File: config.mk
export PLATFORM = sky130hd
export DESIGN_NAME = edge_length_subdivider
export DESIGN_NICKNAME = d
export VERILOG_FILES = /design/src/design/els_pkg.sv /design/src/design/els_sub.sv /design/src/design/edge_length_subdivider.sv
export VERILOG_INCLUDE_DIRS = /design/src /design/src/design
export SDC_FILE = /design/constraint.sdc
export NUM_CORES = 2
export LEC_CHECK = 0
export BUFFER_PORTS_ARGS = -buffer_cell sky130_fd_sc_hd__clkbuf_2
export CAP_MARGIN = 20
export CORE_ASPECT_RATIO = 0.7
export CORE_MARGIN = 3
export CORE_UTILIZATION = 35
export CTS_CLUSTER_SIZE = 25
export DETAILED_ROUTE_END_ITERATION = 6
export GPL_ROUTABILITY_DRIVEN = 0
export PLACE_DENSITY = 0.6
export REMOVE_ABC_BUFFERS = 1
export SLEW_MARGIN = 20
export SYNTH_ARGS = -nofsm -noshare
export SYNTH_HDL_FRONTEND = slang
export SYNTH_SLANG_ARGS = --single-unit
export TNS_END_PERCENT = 50
File: constraint.sdc
create_clock -name clk -period 20.1 [get_ports clk]
set_input_delay 1.005 -clock clk [delete_from_list [all_inputs] [get_ports clk]]
set_output_delay 1.005 -clock clk [all_outputs]
set_load 0.02 [all_outputs]
File: src/design/edge_length_subdivider_macros.svh
// Assertion macros for the edge length subdivider.
// Used by the top level; expects clk and arst_n in scope.
`ifndef EDGE_LENGTH_SUBDIVIDER_MACROS_SVH
`define EDGE_LENGTH_SUBDIVIDER_MACROS_SVH

// same-cycle implication
`define ELS_ASSERT_NOW(lbl, ante, cons) \
	lbl: assert property (@(posedge clk) disable iff (!arst_n) (ante) |-> (cons)) \
		else $error("els assertion failed");

// next-cycle implication
`define ELS_ASSERT_NEXT(lbl, ante, cons) \
	lbl: assert property (@(posedge clk) disable iff (!arst_n) (ante) |=> (cons)) \
		else $error("els assertion failed");

`endif

File: src/design/els_pkg.sv
// Shared types and constants for the edge length subdivider.
// No dependencies.
`timescale 1ns / 1ps
package els_pkg;
	localparam int UW   = 38;
	localparam int NS_W = 7;

	typedef enum logic {
		REG_SPACING   = 1'b0,
		REG_FIRST_AUX = 1'b1
	} reg_idx_t;

	typedef struct packed {
		logic [UW-1:0] diff;
		logic          ge;
	} sub_res_t;
endpackage

File: src/design/els_sub.sv
// Shared subtract/compare unit: one restoring step of sqrt or division.
// Depends on els_pkg.
`timescale 1ns / 1ps
module els_sub (
	input  logic [els_pkg::UW-1:0] x,
	input  logic [els_pkg::UW-1:0] y,
	output els_pkg::sub_res_t      res
);
	import els_pkg::*;

	assign res.diff = x - y;
	assign res.ge   = (x >= y);
endmodule

File: src/design/edge_length_subdivider.sv
// Top level of the edge length subdivider: sequencer, datapath registers.
// Depends on els_pkg, els_sub and edge_length_subdivider_macros.svh.
//
// channel | direction | handshake             | payload
// in      | input     | in_valid / in_ready   | a_x a_y a_z b_x b_y b_z
// out     | output    | out_valid / out_ready | point_x/y/z, index, count, too_many, last
// cfg     | input     | cfg_we                | cfg_idx, cfg_wdata
//
// One edge: capture, squaring of the differences, integer root, length divide,
// then setup and per point a step and, per axis, a load and a divide, plus the
// output hand-off. All root and divide steps use the single els_sub unit.
// in_ready is high only while idle. Results wait in registers under out_ready.
// Reset is asynchronous, active low; no clearing pass.
`timescale 1ns / 1ps
`include "edge_length_subdivider_macros.svh"
module edge_length_subdivider #(
	parameter int MAX_POINTS_PER_EDGE = 32,
	parameter int INDEX_BITS          = 24
) (
	input  logic                         clk,
	input  logic                         arst_n,
	input  logic                         in_valid,
	output logic                         in_ready,
	input  logic signed [31:0]           a_x,
	input  logic signed [31:0]           a_y,
	input  logic signed [31:0]           a_z,
	input  logic signed [31:0]           b_x,
	input  logic signed [31:0]           b_y,
	input  logic signed [31:0]           b_z,
	output logic                         out_valid,
	input  logic                         out_ready,
	output logic signed [31:0]           point_x,
	output logic signed [31:0]           point_y,
	output logic signed [31:0]           point_z,
	output logic [INDEX_BITS-1:0]        point_index,
	output logic [5:0]                   point_count,
	output logic                         too_many,
	output logic                         last,
	input  logic                         cfg_we,
	input  logic                         cfg_idx,
	input  logic [31:0]                  cfg_wdata
);
	import els_pkg::*;

	typedef enum logic [7:0] {
		S_IDLE = 8'b0000_0001,
		S_SQR  = 8'b0000_0010,
		S_ROOT = 8'b0000_0100,
		S_DIV  = 8'b0000_1000,
		S_INIT = 8'b0001_0000,
		S_STEP = 8'b0010_0000,
		S_LOAD = 8'b0100_0000,
		S_PDIV = 8'b1000_0000
	} st_t;

	localparam logic [5:0] ROOT_LAST = 6'd33;
	localparam logic [5:0] DIV_LAST  = 6'd33;
	localparam logic [5:0] PDIV_LAST = 6'(UW - 1);

	st_t                    state_q;
	logic                   out_q;
	logic                   err_q;
	logic signed [31:0]     a_q [3];
	logic signed [31:0]     b_q [3];
	logic signed [38:0]     num_q [3];
	logic signed [31:0]     px_q [3];
	logic [67:0]            acc_q;
	logic [UW-1:0]          rem_q;
	logic [UW-1:0]          quo_q;
	logic [5:0]             cnt_q;
	logic [1:0]             k_q;
	logic [5:0]             j_q;
	logic [NS_W-1:0]        ns_q;
	logic                   neg_q;
	logic [31:0]            spacing_q;
	logic [INDEX_BITS-1:0]  first_aux_q;
	logic [INDEX_BITS-1:0]  next_off_q;
	logic [INDEX_BITS-1:0]  idx_q;

	logic signed [32:0]     dk;
	logic [32:0]            mag33;
	logic [65:0]            sq;
	logic signed [39:0]     nsa;
	logic [31:0]            sp;
	logic [UW-1:0]          ux;
	logic [UW-1:0]          uy;
	sub_res_t               ures;
	logic [UW-1:0]          qnext;
	logic [UW-1:0]          remnext;
	logic [38:0]            nmag;
	logic [5:0]             npts;
	logic                   in_acc;
	logic                   out_acc;
	logic                   is_last;

	assign in_ready = (state_q == S_IDLE) && !out_q;
	assign out_valid = out_q;
	assign in_acc = in_valid && in_ready;
	assign out_acc = out_q && out_ready;
	assign npts = 6'(ns_q - NS_W'(1));
	assign is_last = err_q || (j_q == npts);

	assign point_x = px_q[0];
	assign point_y = px_q[1];
	assign point_z = px_q[2];
	assign point_index = idx_q;
	assign point_count = err_q ? 6'd0 : npts;
	assign too_many = err_q;
	assign last = is_last;

	assign dk = 33'(a_q[k_q]) - 33'(b_q[k_q]);
	assign mag33 = dk[32] ? 33'(-dk) : 33'(dk);
	assign sq = 66'(mag33) * 66'(mag33);
	assign nsa = a_q[k_q] * $signed({1'b0, ns_q});
	assign sp = (spacing_q == 32'd0) ? 32'd1 : spacing_q;
	assign nmag = num_q[k_q][38] ? 39'(-num_q[k_q]) : 39'(num_q[k_q]);

	always_comb begin
		if (state_q == S_ROOT) begin
			ux = {rem_q[UW-3:0], acc_q[67:66]};
			uy = UW'({quo_q[33:0], 2'b01});
		end else begin
			ux = {rem_q[UW-2:0], acc_q[67]};
			uy = (state_q == S_DIV) ? UW'(sp) : UW'(ns_q);
		end
	end

	els_sub u_sub (
		.x   (ux),
		.y   (uy),
		.res (ures)
	);

	assign qnext = {quo_q[UW-2:0], ures.ge};
	assign remnext = ures.ge ? ures.diff : ux;

	always_ff @(posedge clk or negedge arst_n) begin
		if (!arst_n) begin
			spacing_q <= 32'd65536;
			first_aux_q <= '0;
			next_off_q <= '0;
		end else begin
			if (cfg_we) begin
				if (cfg_idx == REG_SPACING) begin
					spacing_q <= cfg_wdata;
				end else begin
					first_aux_q <= INDEX_BITS'(cfg_wdata[23:0]);
					next_off_q <= '0;
				end
			end else if (out_acc && !err_q) begin
				next_off_q <= next_off_q + INDEX_BITS'(1);
			end
		end
	end

	always_ff @(posedge clk or negedge arst_n) begin
		if (!arst_n) begin
			state_q <= S_IDLE;
			out_q <= 1'b0;
			err_q <= 1'b0;
			cnt_q <= '0;
			k_q <= '0;
			j_q <= '0;
		end else begin
			unique case (state_q)
				S_IDLE: begin
					if (out_acc) begin
						out_q <= 1'b0;
						if (!is_last) begin
							state_q <= S_STEP;
						end
					end else if (in_acc) begin
						a_q[0] <= a_x;
						a_q[1] <= a_y;
						a_q[2] <= a_z;
						b_q[0] <= b_x;
						b_q[1] <= b_y;
						b_q[2] <= b_z;
						acc_q <= '0;
						k_q <= '0;
						err_q <= 1'b0;
						state_q <= S_SQR;
					end
				end
				S_SQR: begin
					acc_q <= acc_q + 68'(sq);
					k_q <= k_q + 2'd1;
					if (k_q == 2'd2) begin
						cnt_q <= '0;
						rem_q <= '0;
						quo_q <= '0;
						state_q <= S_ROOT;
					end
				end
				S_ROOT: begin
					rem_q <= remnext;
					quo_q <= qnext;
					acc_q <= {acc_q[65:0], 2'b00};
					cnt_q <= cnt_q + 6'd1;
					if (cnt_q == ROOT_LAST) begin
						acc_q <= {qnext[33:0], 34'd0};
						rem_q <= '0;
						quo_q <= '0;
						cnt_q <= '0;
						state_q <= S_DIV;
					end
				end
				S_DIV: begin
					rem_q <= remnext;
					quo_q <= qnext;
					acc_q <= {acc_q[66:0], 1'b0};
					cnt_q <= cnt_q + 6'd1;
					if (cnt_q == DIV_LAST) begin
						if (qnext[33:0] <= 34'd1) begin
							state_q <= S_IDLE;
						end else if (qnext[33:0] > 34'(MAX_POINTS_PER_EDGE + 1)) begin
							err_q <= 1'b1;
							px_q[0] <= '0;
							px_q[1] <= '0;
							px_q[2] <= '0;
							idx_q <= '0;
							out_q <= 1'b1;
							state_q <= S_IDLE;
						end else begin
							ns_q <= qnext[NS_W-1:0];
							k_q <= '0;
							j_q <= '0;
							state_q <= S_INIT;
						end
					end
				end
				S_INIT: begin
					num_q[k_q] <= 39'(nsa);
					k_q <= k_q + 2'd1;
					if (k_q == 2'd2) begin
						state_q <= S_STEP;
					end
				end
				S_STEP: begin
					for (int i = 0; i < 3; i++) begin
						num_q[i] <= num_q[i] + 39'(33'(b_q[i]) - 33'(a_q[i]));
					end
					j_q <= j_q + 6'd1;
					k_q <= '0;
					state_q <= S_LOAD;
				end
				S_LOAD: begin
					acc_q <= {nmag[UW-1:0] + UW'(ns_q >> 1), 30'd0};
					neg_q <= num_q[k_q][38];
					rem_q <= '0;
					quo_q <= '0;
					cnt_q <= '0;
					state_q <= S_PDIV;
				end
				S_PDIV: begin
					rem_q <= remnext;
					quo_q <= qnext;
					acc_q <= {acc_q[66:0], 1'b0};
					cnt_q <= cnt_q + 6'd1;
					if (cnt_q == PDIV_LAST) begin
						px_q[k_q] <= neg_q ? -qnext[31:0] : qnext[31:0];
						k_q <= k_q + 2'd1;
						if (k_q == 2'd2) begin
							idx_q <= first_aux_q + next_off_q;
							out_q <= 1'b1;
							state_q <= S_IDLE;
						end else begin
							state_q <= S_LOAD;
						end
					end
				end
				default: state_q <= S_IDLE;
			endcase
		end
	end

	`ELS_ASSERT_NOW(a_out_blocks_in, out_valid, !in_ready)
	`ELS_ASSERT_NOW(a_err_is_last, out_valid && too_many, last && (point_count == 6'd0))
	`ELS_ASSERT_NEXT(a_accept_starts, in_valid && in_ready, state_q == S_SQR)
	`ELS_ASSERT_NEXT(a_more_points, out_valid && out_ready && !last, state_q == S_STEP)
endmodule
==> results.json <==
{
  "outcome": "completed",
  "hold_path_class": "in -> async",
  "cts.clk_slew.worst_paths_ns": 0.09,
  "ys_seq_area_frac": 0.242,
  "cpMostUsedCell": "fa_1",
  "finalMaxSlewViolations": 0,
  "clock_latency_ns": 0.69,
  "syn_area_per_cell_um2": 9.56,
  "htreeDepth": 3,
  "setup_ws_ns": 4.82,
  "critPathMaxStageDelay_ns": 0.98,
  "drive_gt1_frac": 0.0843,
  "vias_per_cell": 5.30,
  "synth-seq-cells": 719,
  "fp-row-count": 152,
  "critPathLaunchType": "register",
  "cts_sinks": 719,
  "synth_edf_count": 615,
  "grt_start_max_net_pins": 85,
  "synth_area_leader_cell": "fa_1",
  "yosys.area.top_type_share": 0.278,
  "cts_root_buffer": "clkbuf_16",
  "initial_utilization": 0.353,
  "dieArea_mm2": 0.254,
  "ys_types": 101,
  "slew_headroom": 0.179,
  "drt_wl_total_um": 282000,
  "dp_hpwl_um": 225000,
  "synth_most_common_cell": "inv_1",
  "antenna_found_initial": 4,
  "grt_pass1_wl_um": 430000,
  "fin_crit_sh": 0.760,
  "drt_iter0_drc": 6890,
  "hold_violations": 0,
  "dp_slack_ns": 5.13,
  "crit_fanout": 73,
  "grt.overflow.total": 0,
  "setup_viol": 0,
  "fmax_mhz": 65.5,
  "tns_ns": 0,
  "yosys_most_used_dff": "edfxtp_1",
  "antenna_left": 0,
  "cts_buffers": 73,
  "min_period_ns": 15.28,
  "io_buffer_count": 359,
  "die_h_um": 423,
  "yosys_warnings": 0,
  "maxCapViolCount": 0,
  "postCtsSetupBuffers": 0,
  "worst_pin_slew_ns": 1.22,
  "grt_util_all_layers": 0.220,
  "instances_no_fill": 12725,
  "cp_num_buf_inv": 9,
  "crit_type": "reg -> reg",
  "route.detailed.drc": 0,
  "hold_buffers": 0,
  "crit_arrival_ns": 15.68,
  "skew_ns": 0.0468,
  "core_area_mm2": 0.246,
  "area_delta_synth_final_pct": 9.85,
  "cts_resized": 0,
  "syn_inst": 9097,
  "async_flop_share": 0.145,
  "wl_per_cell_um": 22.2,
  "nNetsFinal": 11361,
  "required_ns": 20.50,
  "end_kind": "register",
  "vias": 67422,
  "grt_pass1_vias": 69085,
  "netlist_top_cells_area": "fa_1 28%, edfxtp_1 21%, ha_1 8.2%, inv_1 8.1%, nand2_1 3.8%",
  "die_w_um": 602,
  "yosys-top-cells-count": "1886 x inv_1, 1209 x fa_1, 890 x nand2_1",
  "cpMaxStageDelayCell": "clkinv_1",
  "cts_tree": "yes",
  "grt_setup_unrepaired": "false",
  "place_inst": 12585,
  "dr.pass1.iters": 7,
  "clk_path_buf_depth": 3,
  "crit_family": "compound AO/OA/AOI/OAI gates",
  "io_pins": 360,
  "netlist_area_mm2": 0.0869
}
sequential cells by signal, indices dropped and copies added (netlist names), 32 cells and up:
register	cells
a_q	96
quo_q	34
num_q	156
px_q	96
spacing_q	32
acc_q	68
rem_q	37
b_q	96
placed cells by master, fill, tap and decap left out, drive strengths merged, types with 72 or more instances in the layout:
cell    instances
clkbuf        439
ha            571
nand3         100
mux2i          96
a21o          191
a21oi         374
fa           1209
and2          193
xor2          185
nor2          657
nand2         890
o21ai         400
nor3           81
mux2           72
xnor2         241
edfxtp        615
inv          1902
dfrtp         102
buf           119
stage by stage:
stage               area, µm²  hold slack [ns]  utilization
finish                  95500            0.297        0.388
global route            95500            0.306        0.388
CTS                     95400            0.267        0.388
detailed placement      92900            0.475        0.378
global placement        92900            0.474        0.377
floorplan               85700            0.445            -
final timing paths:
| check | startpoint | endpoint | slack (ns) | cells after the start |
|---|---|---|---|---|
| setup / recovery | k_q[0] | acc_q[65] | 4.82 | 43 |
| hold / removal | arst_n | spacing_q[21] | 0.30 | 1 |
| setup reg to reg | k_q[0] | acc_q[65] | 4.82 | 43 |
| hold reg to reg | cnt_q[5] | cnt_q[5] | 0.50 | 1 |
| max in group asynchronous | arst_n | k_q[1] | 18.14 | 3 |
| min in group clk | cnt_q[5] | cnt_q[5] | 0.50 | 1 |
routing by layer:
layer	global-route usage	wire length [µm]	vias up
met5	0.000750	13	-
met3	0.0637	33300	437
li1	-	-	29852
met2	0.318	117000	3383
met4	0.0513	7220	2
met1	0.321	125000	33748
cells by family (layout without fill, tap and decap cells):
logic type | after synthesis | in the layout | share of synthesized area
other | 2 | 28 | 0.0000864
AOI/OAI and AO/OA | 1445 | 1445 | 0.105
adders and majority gates | 1780 | 1780 | 0.361
buffers and inverters | 2216 | 2507 | 0.0965
xor gates and xnor gates | 426 | 426 | 0.0430
DFF | 719 | 719 | 0.242
muxes | 206 | 206 | 0.0307
and+or+nand+nor | 2303 | 2303 | 0.121
layout make-up:
| class | instances | area (µm²) |
|---|---|---|
| antenna | 3 | 7.51 |
| clock buffer | 81 | 1890 |
| clock inverter | 54 | 619 |
| fill | 24399 | 151000 |
| inverter | 1894 | 7110 |
| multi-input combinational | 6185 | 57900 |
| sequential | 719 | 21100 |
| tap | 3311 | 4140 |
| timing repair buffer | 478 | 2730 |
Power is not shown: default switching activity piles up to over one toggle a cycle in this logic, so the estimate is an artifact.
